$ cat src/rtl/iqr_pkg.sv
package iqr_pkg;

  localparam int unsigned MaxPoints  = 64;
  localparam int unsigned CoordWidth = 16;
  localparam int unsigned IdxWidth   = $clog2(MaxPoints);
  localparam int unsigned CntWidth   = $clog2(MaxPoints + 1);
  localparam int unsigned FenceWidth = CoordWidth + 3;
  localparam int unsigned CfgWidth   = 7;
  localparam logic [CfgWidth-1:0] MinFilterReset = CfgWidth'(5);

  typedef logic [CoordWidth-1:0] coord_t;
  typedef logic [FenceWidth-1:0] fence_t;

  typedef enum logic [3:0] {
    StLoad,
    StCopy,
    StSortRd,
    StSortCmp,
    StQ1,
    StQ3,
    StFence,
    StEmitRd,
    StEmitChk,
    StEmitOut,
    StNone
  } state_e;

endpackage

$ cat src/rtl/iqr_outlier_point_filter.sv
// Tukey-fence outlier filter. Points are taken one per cycle and stored in
// arrival order until a request with last_point_i set closes the set. A set
// smaller than min_filter_count is replayed unfiltered. Otherwise each of the
// three coordinates is copied to a scratch memory and insertion sorted by one
// shared compare unit, which does one compare or shift per step. The
// quartiles are then read and the fence pair is formed and written. The
// emit pass reads and checks each stored point in turn, a kept point takes a
// further step plus any wait for the output register, and a final step
// closes the set. The block is not ready from the closing request until its
// last result has been loaded into the output register.
// A set that ends with none kept gives one result with none_kept_o set.
module iqr_outlier_point_filter (
  input  logic                            clk_i,
  input  logic                            rst_ni,
  input  logic                            cfg_we_i,
  input  logic [iqr_pkg::CfgWidth-1:0]    cfg_wdata_i,
  input  logic                            in_valid_i,
  output logic                            in_ready_o,
  input  logic [iqr_pkg::CoordWidth-1:0]  pos_x_i,
  input  logic [iqr_pkg::CoordWidth-1:0]  pos_y_i,
  input  logic [iqr_pkg::CoordWidth-1:0]  radius_i,
  input  logic                            last_point_i,
  output logic                            out_valid_o,
  input  logic                            out_ready_i,
  output logic [iqr_pkg::CoordWidth-1:0]  out_x_o,
  output logic [iqr_pkg::CoordWidth-1:0]  out_y_o,
  output logic [iqr_pkg::CoordWidth-1:0]  out_r_o,
  output logic                            end_of_set_o,
  output logic                            none_kept_o,
  output logic                            overflowed_o
);

  localparam int unsigned IW = iqr_pkg::IdxWidth;
  localparam int unsigned CW = iqr_pkg::CntWidth;
  localparam int unsigned DW = iqr_pkg::CoordWidth;
  localparam int unsigned FW = iqr_pkg::FenceWidth;

  iqr_pkg::state_e state_q, state_d;

  logic [CW-1:0] cnt_q, cnt_d;
  logic          drop_q, drop_d;
  logic [iqr_pkg::CfgWidth-1:0] min_q;
  logic          filt_q, filt_d;
  logic [1:0]    coord_q, coord_d;
  logic [CW-1:0] i_q, i_d;
  logic [CW-1:0] j_q, j_d;
  logic [DW-1:0] v_q, v_d;
  logic [DW-1:0] q1_q, q1_d;
  logic [DW-1:0] q3_q, q3_d;
  logic          kept_q, kept_d;
  iqr_pkg::fence_t lo_q [3];
  iqr_pkg::fence_t hi_q [3];
  logic          fence_we;
  iqr_pkg::fence_t lo_new, hi_new;

  // Stores and scratch memory.
  logic [DW-1:0] mem_x [iqr_pkg::MaxPoints];
  logic [DW-1:0] mem_y [iqr_pkg::MaxPoints];
  logic [DW-1:0] mem_r [iqr_pkg::MaxPoints];
  logic [DW-1:0] scr   [iqr_pkg::MaxPoints];

  logic          st_we;
  logic [IW-1:0] st_wa;
  logic [IW-1:0] st_ra;
  logic [DW-1:0] rx_q, ry_q, rr_q;
  logic          sc_we;
  logic [IW-1:0] sc_wa, sc_ra;
  logic [DW-1:0] sc_wd, sc_q;

  always_ff @(posedge clk_i) begin
    if (st_we) begin
      mem_x[st_wa] <= pos_x_i;
      mem_y[st_wa] <= pos_y_i;
      mem_r[st_wa] <= radius_i;
    end
    rx_q <= mem_x[st_ra];
    ry_q <= mem_y[st_ra];
    rr_q <= mem_r[st_ra];
  end

  always_ff @(posedge clk_i) begin
    if (sc_we) scr[sc_wa] <= sc_wd;
    sc_q <= scr[sc_ra];
  end

  logic [DW-1:0] rsel;
  always_comb begin
    case (coord_q)
      2'd0:    rsel = rx_q;
      2'd1:    rsel = ry_q;
      default: rsel = rr_q;
    endcase
  end

  logic in_acc, out_acc;
  assign in_acc  = in_valid_i && in_ready_o;
  assign out_acc = out_valid_o && out_ready_i;

  logic [CW+1:0] n3;
  assign n3 = {2'b0, cnt_q} + {1'b0, cnt_q, 1'b0};

  // Shared fence arithmetic in Q.1.
  logic [FW-1:0] iqr3, lo2, hi2;
  always_comb begin
    iqr3   = FW'(q3_q - q1_q) * FW'(3);
    lo2    = {2'b0, q1_q, 1'b0};
    hi2    = {2'b0, q3_q, 1'b0};
    lo_new = (iqr3 > lo2) ? '0 : lo2 - iqr3;
    hi_new = hi2 + iqr3;
  end

  logic inside_ok;
  always_comb begin
    logic [FW-1:0] vx, vy, vr;
    vx = {2'b0, rx_q, 1'b0};
    vy = {2'b0, ry_q, 1'b0};
    vr = {2'b0, rr_q, 1'b0};
    inside_ok = !filt_q ||
      (vx >= lo_q[0] && vx <= hi_q[0] && vy >= lo_q[1] && vy <= hi_q[1] &&
       vr >= lo_q[2] && vr <= hi_q[2]);
  end

  logic [DW-1:0] ox_q, oy_q, or_q;
  logic          oend_q, onone_q, ovalid_q;
  logic          oload, onone_load, flush;

  always_comb begin
    state_d  = state_q;
    cnt_d    = cnt_q;
    drop_d   = drop_q;
    filt_d   = filt_q;
    coord_d  = coord_q;
    i_d      = i_q;
    j_d      = j_q;
    v_d      = v_q;
    q1_d     = q1_q;
    q3_d     = q3_q;
    kept_d   = kept_q;
    st_we    = 1'b0;
    st_wa    = cnt_q[IW-1:0];
    st_ra    = i_q[IW-1:0];
    sc_we    = 1'b0;
    sc_wa    = j_q[IW-1:0];
    sc_wd    = v_q;
    sc_ra    = IW'(j_q - CW'(1));
    fence_we = 1'b0;
    oload    = 1'b0;
    onone_load = 1'b0;
    flush    = 1'b0;
    in_ready_o = (state_q == iqr_pkg::StLoad);
    unique case (state_q)
      iqr_pkg::StLoad: begin
        if (in_acc) begin
          if (cnt_q < CW'(iqr_pkg::MaxPoints)) begin
            st_we = 1'b1;
            cnt_d = cnt_q + CW'(1);
          end else begin
            drop_d = 1'b1;
          end
          if (last_point_i) begin
            filt_d  = ({1'b0, cnt_d} >= {1'b0, min_q}) && (cnt_d != '0);
            coord_d = 2'd0;
            i_d     = '0;
            kept_d  = 1'b0;
            state_d = (({1'b0, cnt_d} >= {1'b0, min_q}) && (cnt_d != '0))
                      ? iqr_pkg::StCopy : iqr_pkg::StEmitRd;
          end
        end
      end
      // Read store entry i; the value arrives next cycle.
      iqr_pkg::StCopy: begin
        st_ra   = i_q[IW-1:0];
        j_d     = i_q;
        state_d = iqr_pkg::StSortRd;
      end
      iqr_pkg::StSortRd: begin
        if (j_q == i_q) v_d = rsel;
        if (j_q == '0) begin
          state_d = iqr_pkg::StSortCmp;
        end else begin
          sc_ra   = IW'(j_q - CW'(1));
          state_d = iqr_pkg::StSortCmp;
        end
      end
      // One insertion step: shift a larger neighbor up or drop v in place.
      iqr_pkg::StSortCmp: begin
        if (j_q != '0 && sc_q > v_q) begin
          sc_we   = 1'b1;
          sc_wa   = j_q[IW-1:0];
          sc_wd   = sc_q;
          j_d     = j_q - CW'(1);
          state_d = iqr_pkg::StSortRd;
        end else begin
          sc_we = 1'b1;
          sc_wa = j_q[IW-1:0];
          sc_wd = v_q;
          if (i_q + CW'(1) == cnt_q) begin
            state_d = iqr_pkg::StQ1;
          end else begin
            i_d     = i_q + CW'(1);
            state_d = iqr_pkg::StCopy;
          end
        end
      end
      iqr_pkg::StQ1: begin
        sc_ra   = IW'(cnt_q >> 2);
        state_d = iqr_pkg::StQ3;
      end
      iqr_pkg::StQ3: begin
        q1_d    = sc_q;
        sc_ra   = IW'(n3 >> 2);
        state_d = iqr_pkg::StFence;
      end
      // The pair is written in the next cycle, once q3 is registered.
      iqr_pkg::StFence: begin
        q3_d    = sc_q;
        state_d = iqr_pkg::StNone;
      end
      iqr_pkg::StNone: begin
        if (coord_q == 2'd3) begin
          // Close the set: the held point becomes the last result, or the
          // none-kept marker is sent when no point passed.
          if (!ovalid_q || out_ready_i) begin
            if (kept_q) flush = 1'b1;
            else onone_load = 1'b1;
            cnt_d   = '0;
            drop_d  = 1'b0;
            state_d = iqr_pkg::StLoad;
          end
        end else begin
          fence_we = 1'b1;
          i_d      = '0;
          if (coord_q == 2'd2) begin
            coord_d = 2'd0;
            state_d = iqr_pkg::StEmitRd;
          end else begin
            coord_d = coord_q + 2'd1;
            state_d = iqr_pkg::StCopy;
          end
        end
      end
      iqr_pkg::StEmitRd: begin
        st_ra   = i_q[IW-1:0];
        state_d = iqr_pkg::StEmitChk;
      end
      iqr_pkg::StEmitChk: begin
        if (inside_ok) begin
          state_d = iqr_pkg::StEmitOut;
        end else if (i_q + CW'(1) == cnt_q) begin
          coord_d = 2'd3; state_d = iqr_pkg::StNone;
        end else begin
          i_d = i_q + CW'(1); state_d = iqr_pkg::StEmitRd;
        end
      end
      iqr_pkg::StEmitOut: begin
        if (!ovalid_q || out_ready_i) begin
          oload  = 1'b1;
          kept_d = 1'b1;
          if (i_q + CW'(1) == cnt_q) begin
            coord_d = 2'd3; state_d = iqr_pkg::StNone;
          end else begin
            i_d = i_q + CW'(1); state_d = iqr_pkg::StEmitRd;
          end
        end
      end
      default: state_d = iqr_pkg::StLoad;
    endcase
  end

  // The last kept point is only known once the scan ends, so each kept point
  // waits in a holding register until the next one is found or the set closes.
  logic          hold_q;
  logic [DW-1:0] hx_q, hy_q, hr_q;
  logic          hdrop_q;

  always_ff @(posedge clk_i or negedge rst_ni) begin
    if (!rst_ni) begin
      state_q <= iqr_pkg::StLoad;
      cnt_q   <= '0;
      drop_q  <= 1'b0;
      min_q   <= iqr_pkg::MinFilterReset;
      filt_q  <= 1'b0;
      coord_q <= 2'd0;
      i_q     <= '0;
      j_q     <= '0;
      kept_q  <= 1'b0;
      ovalid_q <= 1'b0;
      hold_q  <= 1'b0;
      for (int k = 0; k < 3; k++) begin
        lo_q[k] <= '0;
        hi_q[k] <= '0;
      end
    end else begin
      state_q <= state_d;
      cnt_q   <= cnt_d;
      drop_q  <= drop_d;
      filt_q  <= filt_d;
      coord_q <= coord_d;
      i_q     <= i_d;
      j_q     <= j_d;
      kept_q  <= kept_d;
      if (cfg_we_i) min_q <= cfg_wdata_i;
      if (fence_we) begin
        lo_q[coord_q] <= lo_new;
        hi_q[coord_q] <= hi_new;
      end
      if (out_acc) ovalid_q <= 1'b0;
      // A held point is released when a later one is loaded or the set closes.
      if (hold_q && (oload || flush)) begin
        ovalid_q <= 1'b1;
        hold_q   <= 1'b0;
      end
      if (oload) hold_q <= 1'b1;
      if (onone_load) ovalid_q <= 1'b1;
    end
  end

  always_ff @(posedge clk_i) begin
    v_q  <= v_d;
    q1_q <= q1_d;
    q3_q <= q3_d;
    if (hold_q && (oload || flush)) begin
      ox_q    <= hx_q;
      oy_q    <= hy_q;
      or_q    <= hr_q;
      oend_q  <= flush;
      onone_q <= 1'b0;
      overflowed_o <= hdrop_q;
    end
    if (oload) begin
      hx_q    <= rx_q;
      hy_q    <= ry_q;
      hr_q    <= rr_q;
      hdrop_q <= drop_q;
    end
    if (onone_load) begin
      ox_q    <= '0;
      oy_q    <= '0;
      or_q    <= '0;
      oend_q  <= 1'b1;
      onone_q <= 1'b1;
      overflowed_o <= drop_q;
    end
  end

  // The held point becomes the last result when the set closes right after it.
  always_comb begin
    out_valid_o  = ovalid_q;
    out_x_o      = ox_q;
    out_y_o      = oy_q;
    out_r_o      = or_q;
    end_of_set_o = oend_q;
    none_kept_o  = onone_q;
  end

  a_ready_load: assert property (@(posedge clk_i) disable iff (!rst_ni)
    in_ready_o |-> state_q == iqr_pkg::StLoad)
    else $error("ready outside load");
  a_cnt_range: assert property (@(posedge clk_i) disable iff (!rst_ni)
    cnt_q <= CW'(iqr_pkg::MaxPoints))
    else $error("count above capacity");
  a_none_end: assert property (@(posedge clk_i) disable iff (!rst_ni)
    out_valid_o && none_kept_o |-> end_of_set_o)
    else $error("none marker without end");

endmodule
$ cat config.mk
export PLATFORM = sky130hd
export DESIGN_NAME = iqr_outlier_point_filter
export DESIGN_NICKNAME = d
export VERILOG_FILES = /design/src/rtl/iqr_pkg.sv /design/src/rtl/iqr_outlier_point_filter.sv
export SDC_FILE = /design/constraint.sdc
export NUM_CORES = 2
export LEC_CHECK = 0
export ABC_AREA = 1
export BUFFER_PORTS_ARGS = -buffer_cell sky130_fd_sc_hd__buf_4
export CAP_MARGIN = 30
export CORE_MARGIN = 3
export CORE_UTILIZATION = 60
export DETAILED_ROUTE_END_ITERATION = 12
export PLACE_DENSITY_LB_ADDON = 0.1
export SYNTH_ARGS = -nofsm -noshare
export SYNTH_HDL_FRONTEND = slang
export SYNTH_SLANG_ARGS = --single-unit
export TNS_END_PERCENT = 20
$ cat constraint.sdc
create_clock -name clk_i -period 7.51 [get_ports clk_i]
set_input_delay 0 -clock clk_i [delete_from_list [all_inputs] [get_ports clk_i]]
set_output_delay 0 -clock clk_i [all_outputs]
set_load 0.02 [all_outputs]
## After elaboration in Yosys (flattened, before gate mapping)

Memory sizes are Yosys's and may differ from the RTL's. A register that Yosys moved wholly into a read port is not among the register bits.
Cells that the tools add are included.

| storage, ports and cells | value |
|---|---|
| flip-flop bits (word level) | 301 |
| bits in writable memories | 4096 |
| input port bits | 61 |
| output and inout port bits | 53 |
| word-level logic and storage cells | 201 |
| memories | 4 |

Memories:

| name | depth | bits a word | rd ports | clocked after memory_dff | wr ports | RTL line | text |
|---|---|---|---|---|---|---|---|
| mem_r | 64 | 16 | 1 | 1 | 1 | iqr_outlier_point_filter.sv:59 | `logic [DW-1:0] mem_r [iqr_pkg::MaxPoints];` |
| mem_x | 64 | 16 | 1 | 1 | 1 | iqr_outlier_point_filter.sv:57 | `logic [DW-1:0] mem_x [iqr_pkg::MaxPoints];` |
| mem_y | 64 | 16 | 1 | 1 | 1 | iqr_outlier_point_filter.sv:58 | `logic [DW-1:0] mem_y [iqr_pkg::MaxPoints];` |
| scr | 64 | 16 | 1 | 1 | 1 | iqr_outlier_point_filter.sv:60 | `logic [DW-1:0] scr [iqr_pkg::MaxPoints];` |

| cells by class | value |
|---|---|
| $add $sub $neg | 8 |
| multipliers | 1 |
| $lt $le $gt $ge | 12 |
| equality and inequality tests | 26 |
| multiplexer cells | 82 |
| bitwise logic cells | 1 |
| reductions and logical operators | 37 |

Operators by type and width:

| kind | count |
|---|---|
| $bwmux 57 | 2 |
| $mux 7 | 14 |
| $ge 17x19->1 | 3 |
| $le 17x19->1 | 3 |
| $pmux 4 s11 | 1 |
| $demux 19 s2 | 1 |
| $mux 19 | 2 |
| $pmux 7 s5 | 1 |
| $mux 1 | 34 |
| $mux 16 | 2 |
| $pmux 16 s2 | 1 |
| $mux 4 | 7 |
| $pmux 7 s2 | 2 |
| $add 17x19->19 | 1 |
| $gt 19x17->1 | 1 |
| $mul 19x2->19 const B | 1 |
| $sub 17x19->19 | 1 |
| $sub 16x16->17 | 1 |
| $eq 4x3->1 const B | 4 |
| $gt 16x16->1 | 1 |
| $ne 2x2->1 const B | 8 |
| $add 7x1->7 const B | 2 |
| $eq 7x7->1 | 2 |
| $mux 2 | 7 |
| 35 further kinds | 65 |

## Longest topological paths before layout

| depth | value |
|---|---|
| depth after elaboration | 10 |
| mapped depth | 33 |
| gate-level depth less buffers | 32 |

## Worst setup path after synthesis

Ideal clock, no wire load.

| timing path | value |
|---|---|
| path kind | register -> register |
| from | register state_q[1] |
| to | memory mem_r[55][0] (netlist bit), enable pin |
| library setup time | 0.513 ns |
| arrival | 5.131 ns |
| required time | 6.997 ns |
| setup slack | 1.866 ns |
| stages on the path, launching flop included | 10 |
| path through | dfrtp_1 -> inv_2 -> nand2_2 -> nor2_1 -> inv_1 -> nor2_1 -> clkinv_1 -> nor2_1 -> nand3_1 -> nor3_1 |

| on the way | value |
|---|---|
| cells in the longest elaborated chain, start to end | 6 |

RTL lines:

| what | RTL line | text |
|---|---|---|
| from (decl) | iqr_outlier_point_filter.sv:38 | `iqr_pkg::state_e state_q, state_d;` |
| from (signal assigned) | iqr_outlier_point_filter.sv:278 | `state_q <= iqr_pkg::StLoad;` |
| from (signal assigned) | iqr_outlier_point_filter.sv:294 | `state_q <= state_d;` |
| $logic_not 4->1 (*) | iqr_outlier_point_filter.sv:150 | `in_ready_o = (state_q == iqr_pkg::StLoad);` |
| named net in_ready_o | iqr_outlier_point_filter.sv:18 | `output logic in_ready_o,` |
| $logic_and 1x1->1 | iqr_outlier_point_filter.sv:96 | `assign in_acc = in_valid_i && in_ready_o;` |
| $mux 1 | iqr_outlier_point_filter.sv:153 | `if (in_acc) begin` |
| $mux 1 (*) | iqr_outlier_point_filter.sv:151 | `unique case (state_q)` |
| $mux 1 (*) | iqr_outlier_point_filter.sv:71 | `if (st_we) begin` |
| $mux 1 (implied by the code) (*) | iqr_outlier_point_filter.sv:74 | `mem_r[st_wa] <= radius_i;` |
| to (decl) | iqr_outlier_point_filter.sv:59 |  |

Mark *: on every way through the listed nets, which the timed path passes. The rest lies on a longest branch.

## Worst setup path after layout

| timing path | value |
|---|---|
| from | register q1_q[0] |
| to | register lo_q[30] (netlist bit) |

| on the way | value |
|---|---|
| cells in the longest elaborated chain, start to end | 5 |
| elaborated cells between the ends (all ways) | 6 |
| those cells by class | add/sub: 2; mul: 1; order compare: 1; mux: 2 |

RTL lines:

| what | RTL line | text |
|---|---|---|
| from (decl) | iqr_outlier_point_filter.sv:48 | `logic [DW-1:0] q1_q, q1_d;` |
| from (signal assigned) | iqr_outlier_point_filter.sv:320 | `q1_q <= q1_d;` |
| $sub 16x16->17 | iqr_outlier_point_filter.sv:105 | `iqr3 = FW'(q3_q - q1_q) * FW'(3);` |
| $mul 19x2->19 | iqr_outlier_point_filter.sv:105 |  |
| $sub 17x19->19 / $gt 19x17->1 (equally long branches) | iqr_outlier_point_filter.sv:108 | `lo_new = (iqr3 > lo2) ? '0 : lo2 - iqr3;` |
| $mux 19 (*) | iqr_outlier_point_filter.sv:108 |  |
| $bwmux 57 (*) | iqr_outlier_point_filter.sv:304 | `lo_q[coord_q] <= lo_new;` |
| to (signal, indexed assignment) | iqr_outlier_point_filter.sv:304 |  |
| to (decl) | iqr_outlier_point_filter.sv:51 | `iqr_pkg::fence_t lo_q [3];` |

Every way passes the cells marked *; elsewhere a longest branch is shown, timed or not.
A chain may end at the register's enable or synchronous reset.

==> flow_summary.toml <==
[outcome]
status = "finished clean"

[cts]
cts_max_level = 5
numCtsBuffers = 438
cts.clk_slew.worst_paths_ns = 0.06
insertion_delay_ns = 0.98
cts.sinks = 4461
tritoncts = "yes"
root_buffer = "clkbuf_16"
clock_path_buffers = 4

[grt]
antenna_found_initial = 28
grt_pass1_vias = 111587
grt_first_pass_wirelength_um = 771000
overflow = 0
grtUsageTotal_pct = 34.8
grt_max_degree = 172

[sta]
max-slew-margin-rel_pct = 27.0
slew_viol_final = 0
tightest_slew_ns = 1.09
finClkSkew_ns = 0.0550
hold_viol = 0
setup_viol = 0
fmax_mhz = 177
min_period_ns = 5.66
tns_ns = 0
min_period_over_period_pct = 75.4
hold_slack_ns = 0.0670
rsz0062_at_grt = "no"

[placement]
port-buffer-count = 113
finalWeightedCongestion = 0.902
dpl.hpwl_um = 293000
dp.cells = 16314

[power]
peakVddDrop_mv = 0.504
power.total_w = 0.0747
p_leak_nw = 65.0
p_per_area_nw_per_um2 = 380

[critical_path]
crit_type = "reg -> reg"
worst_r2r_path_depth = 28
max_stage_delay_ns = 0.64
worst_ep_required_time_ns = 8.38
r2r_slack_ns = 1.85
cp_max_fo = 32
r2r-start = "q1_q[0]$_DFFE_PN_"
cpMostUsedCell = "nand2_1"
worstSetupStartpoint = "q1_q[0]$_DFFE_PN_"
worstPathArrival_ns = 6.53
worstSetupEndpoint = "lo_q[30]$_DFFE_PN0P_"
worst_setup_path_end_kind = "register"
slowest_stage = "nor2_4"
r2r-end = "lo_q[30]$_DFFE_PN0P_"
startpoint_type = "register"

[synth]
netlist_instances = 12889
netlist_area_um2 = 177000
avgSynthCellArea_um2 = 13.7
synth_edf_count = 4194
synth-seq-cells = 4461
yosysSeqAreaShare_pct = 74.7
async_flop_share_pct = 3.43
synth-main-ff-cell = "edfxtp_1"
synthDistinctLibCells = 59
synth_nets = 13151
yosys_warnings = 0

[drt]
drt-initial-drc-count = 16520
antenna_left = 0
dr.pass1.iters = 6
routed_wirelength_um = 532000
wl_per_cell_um = 30.9
vias = 115833
via_per_inst = 6.72
drcViolationCount = 0

[layout]
layout.nets = 13199
final_common_cell = "edfxtp_1"
layout.cells.non_filler = 17227
drive_gt1_share_pct = 9.41
final_cell_mix = "edfxtp_1 (4,194), a21oi_1 (1,652), nand2_1 (1,417), o21ai_0 (889), nand3_1 (774)"
syn2layout_area_growth_pct = 11.3

[floorplanning]
core_region_area_um2 = 292000
die_area_um2 = 301000
fp.dieH_um = 549
chipWidth_um = 549
rows = 198
io_pins = 114
initial_core_util_pct = 60.5

[min_path]
min_from = "cfg_wdata_i[2]"
hold_path_class = "in -> reg"

[flow_run]
max_cap_violations = 0
## how the worst min path moves through the flow
| stage | endpoint | slack, ns | depth (start not counted) |
|---|---|---|---|
| after floorplan | cnt_q[0]$_DFFE_PN0P_ | -0.30 | 0 |
| after global placement | lo_q[7]$_DFFE_PN0P_ | 0.11 | 1 |
| after detailed placement | lo_q[48]$_DFFE_PN0P_ | 0.11 | 1 |
| after CTS | min_q[6]$_DFFE_PN0P_ | 0.001 | 4 |
| after global routing | min_q[2]$_DFFE_PN1P_ | 0.03 | 4 |
| final | min_q[2]$_DFFE_PN1P_ | 0.07 | 4 |
## cell families (layout without fill, tap and decap cells)
group	Yosys count	count (layout)	share of synthesized area, %
xor+xnor	70	70	0.347
compound gates	3818	3818	13.1
other cells	0	27	0
flops	4461	4461	74.7
buf+inv	1193	1604	2.76
mux	1	1	0.00637
fa+ha+maj	201	201	1.44
simple gates	3145	3145	7.62
## repair_timing
action / 4_1_cts / 5_1_grt
resized for setup: 0 / 0
hold buffers: 75 / 0
endpoints found under the hold margin: 3207 / 0
setup buffers: 0 / 0
## flip-flops by register name, indices dropped and copies added (netlist names), 57 cells and up
register and flops:
lo_q 57, scr 1024, mem_y 1024, mem_x 1024, hi_q 57, mem_r 1024
## power breakdown
group          leakage, nW  switching, W  internal [W]
logic                 17.7        0.0173       0.00656
clock network         6.61       0.00925        0.0116
registers             40.7       0.00113        0.0288
total                 65.0        0.0277        0.0470
## cell type report
type	instances	area (µm²)
clock buffer	567	11700
tap	3900	4880
clock inverter	236	1830
fill	20286	95400
multi-input combinational	7235	40600
timing repair buffer	473	4310
inverter	328	1280
antenna	27	67.6
sequential	4461	132000
## stage by stage
step | util [%] | cell area [µm²] | setup WS, ns
finish | 67.3 | 197000 | 1.85
detailed placement | 62.4 | 182000 | 1.95
global placement | 62.3 | 182000 | 1.83
global route | 67.3 | 197000 | 1.32
floorplan | - | 177000 | 1.87
CTS | 67.3 | 196000 | 1.86
## per-layer routing
layer	vias to the layer above	global-route usage [%]	wire (µm)
met5	-	0	57
li1	49274	-	-
met3	1195	6.17	57200
met2	7368	55.5	254000
met1	57988	48.0	198000
met4	8	14.3	23900
## worst max-delay path: cells and delay by family, from the launching register on
kind / cells / cell delay (ns)
XOR/XNOR: 2 / 0.32
AO/OA/AOI/OAI: 5 / 0.79
buffers and inverters: 3 / 0.59
adder cells (fa/ha/maj): 4 / 1.40
flip-flops: 1 / 0.42
AND/OR/NAND/NOR: 14 / 2.04
## synthesized netlist by cell type, types with 3 or more instances
cell / number / share of area, %
ha_1: 197 / 1.4
nand3_1: 775 / 2.2
o211ai_1: 331 / 1.4
a31oi_1: 5 / 0.018
buf_4: 35 / 0.15
inv_1: 301 / 0.64
o21ai_2: 3 / 0.015
buf_6: 11 / 0.070
o31ai_1: 3 / 0.013
o21a_1: 63 / 0.27
clkbuf_1: 595 / 1.3
fa_1: 4 / 0.045
nand3_2: 4 / 0.023
or2_2: 95 / 0.34
nand2_1: 1419 / 3.0
nor2_1: 687 / 1.5
o21bai_1: 35 / 0.15
clkbuf_2: 3 / 0.0085
dfrtp_1: 151 / 2.1
nand3b_1: 6 / 0.025
xnor2_1: 30 / 0.15
nor2_2: 3 / 0.011
buf_2: 151 / 0.43
a221oi_1: 3 / 0.015
nor2_4: 3 / 0.019
o21ai_0: 905 / 2.6
a21oi_1: 1652 / 4.7
o22ai_1: 6 / 0.021
nand4_1: 25 / 0.088
dfxtp_1: 114 / 1.3
buf_1: 70 / 0.15
xor2_1: 40 / 0.20
or2_1: 30 / 0.11
o21ai_1: 23 / 0.065
nand2_2: 16 / 0.057
or2_0: 48 / 0.17
edfxtp_1: 4194 / 71
a22oi_1: 6 / 0.025
a21o_1: 6 / 0.025
o221ai_1: 769 / 3.8
inv_2: 25 / 0.053
nor3_1: 24 / 0.068
(Power assumes the default switching activity.)
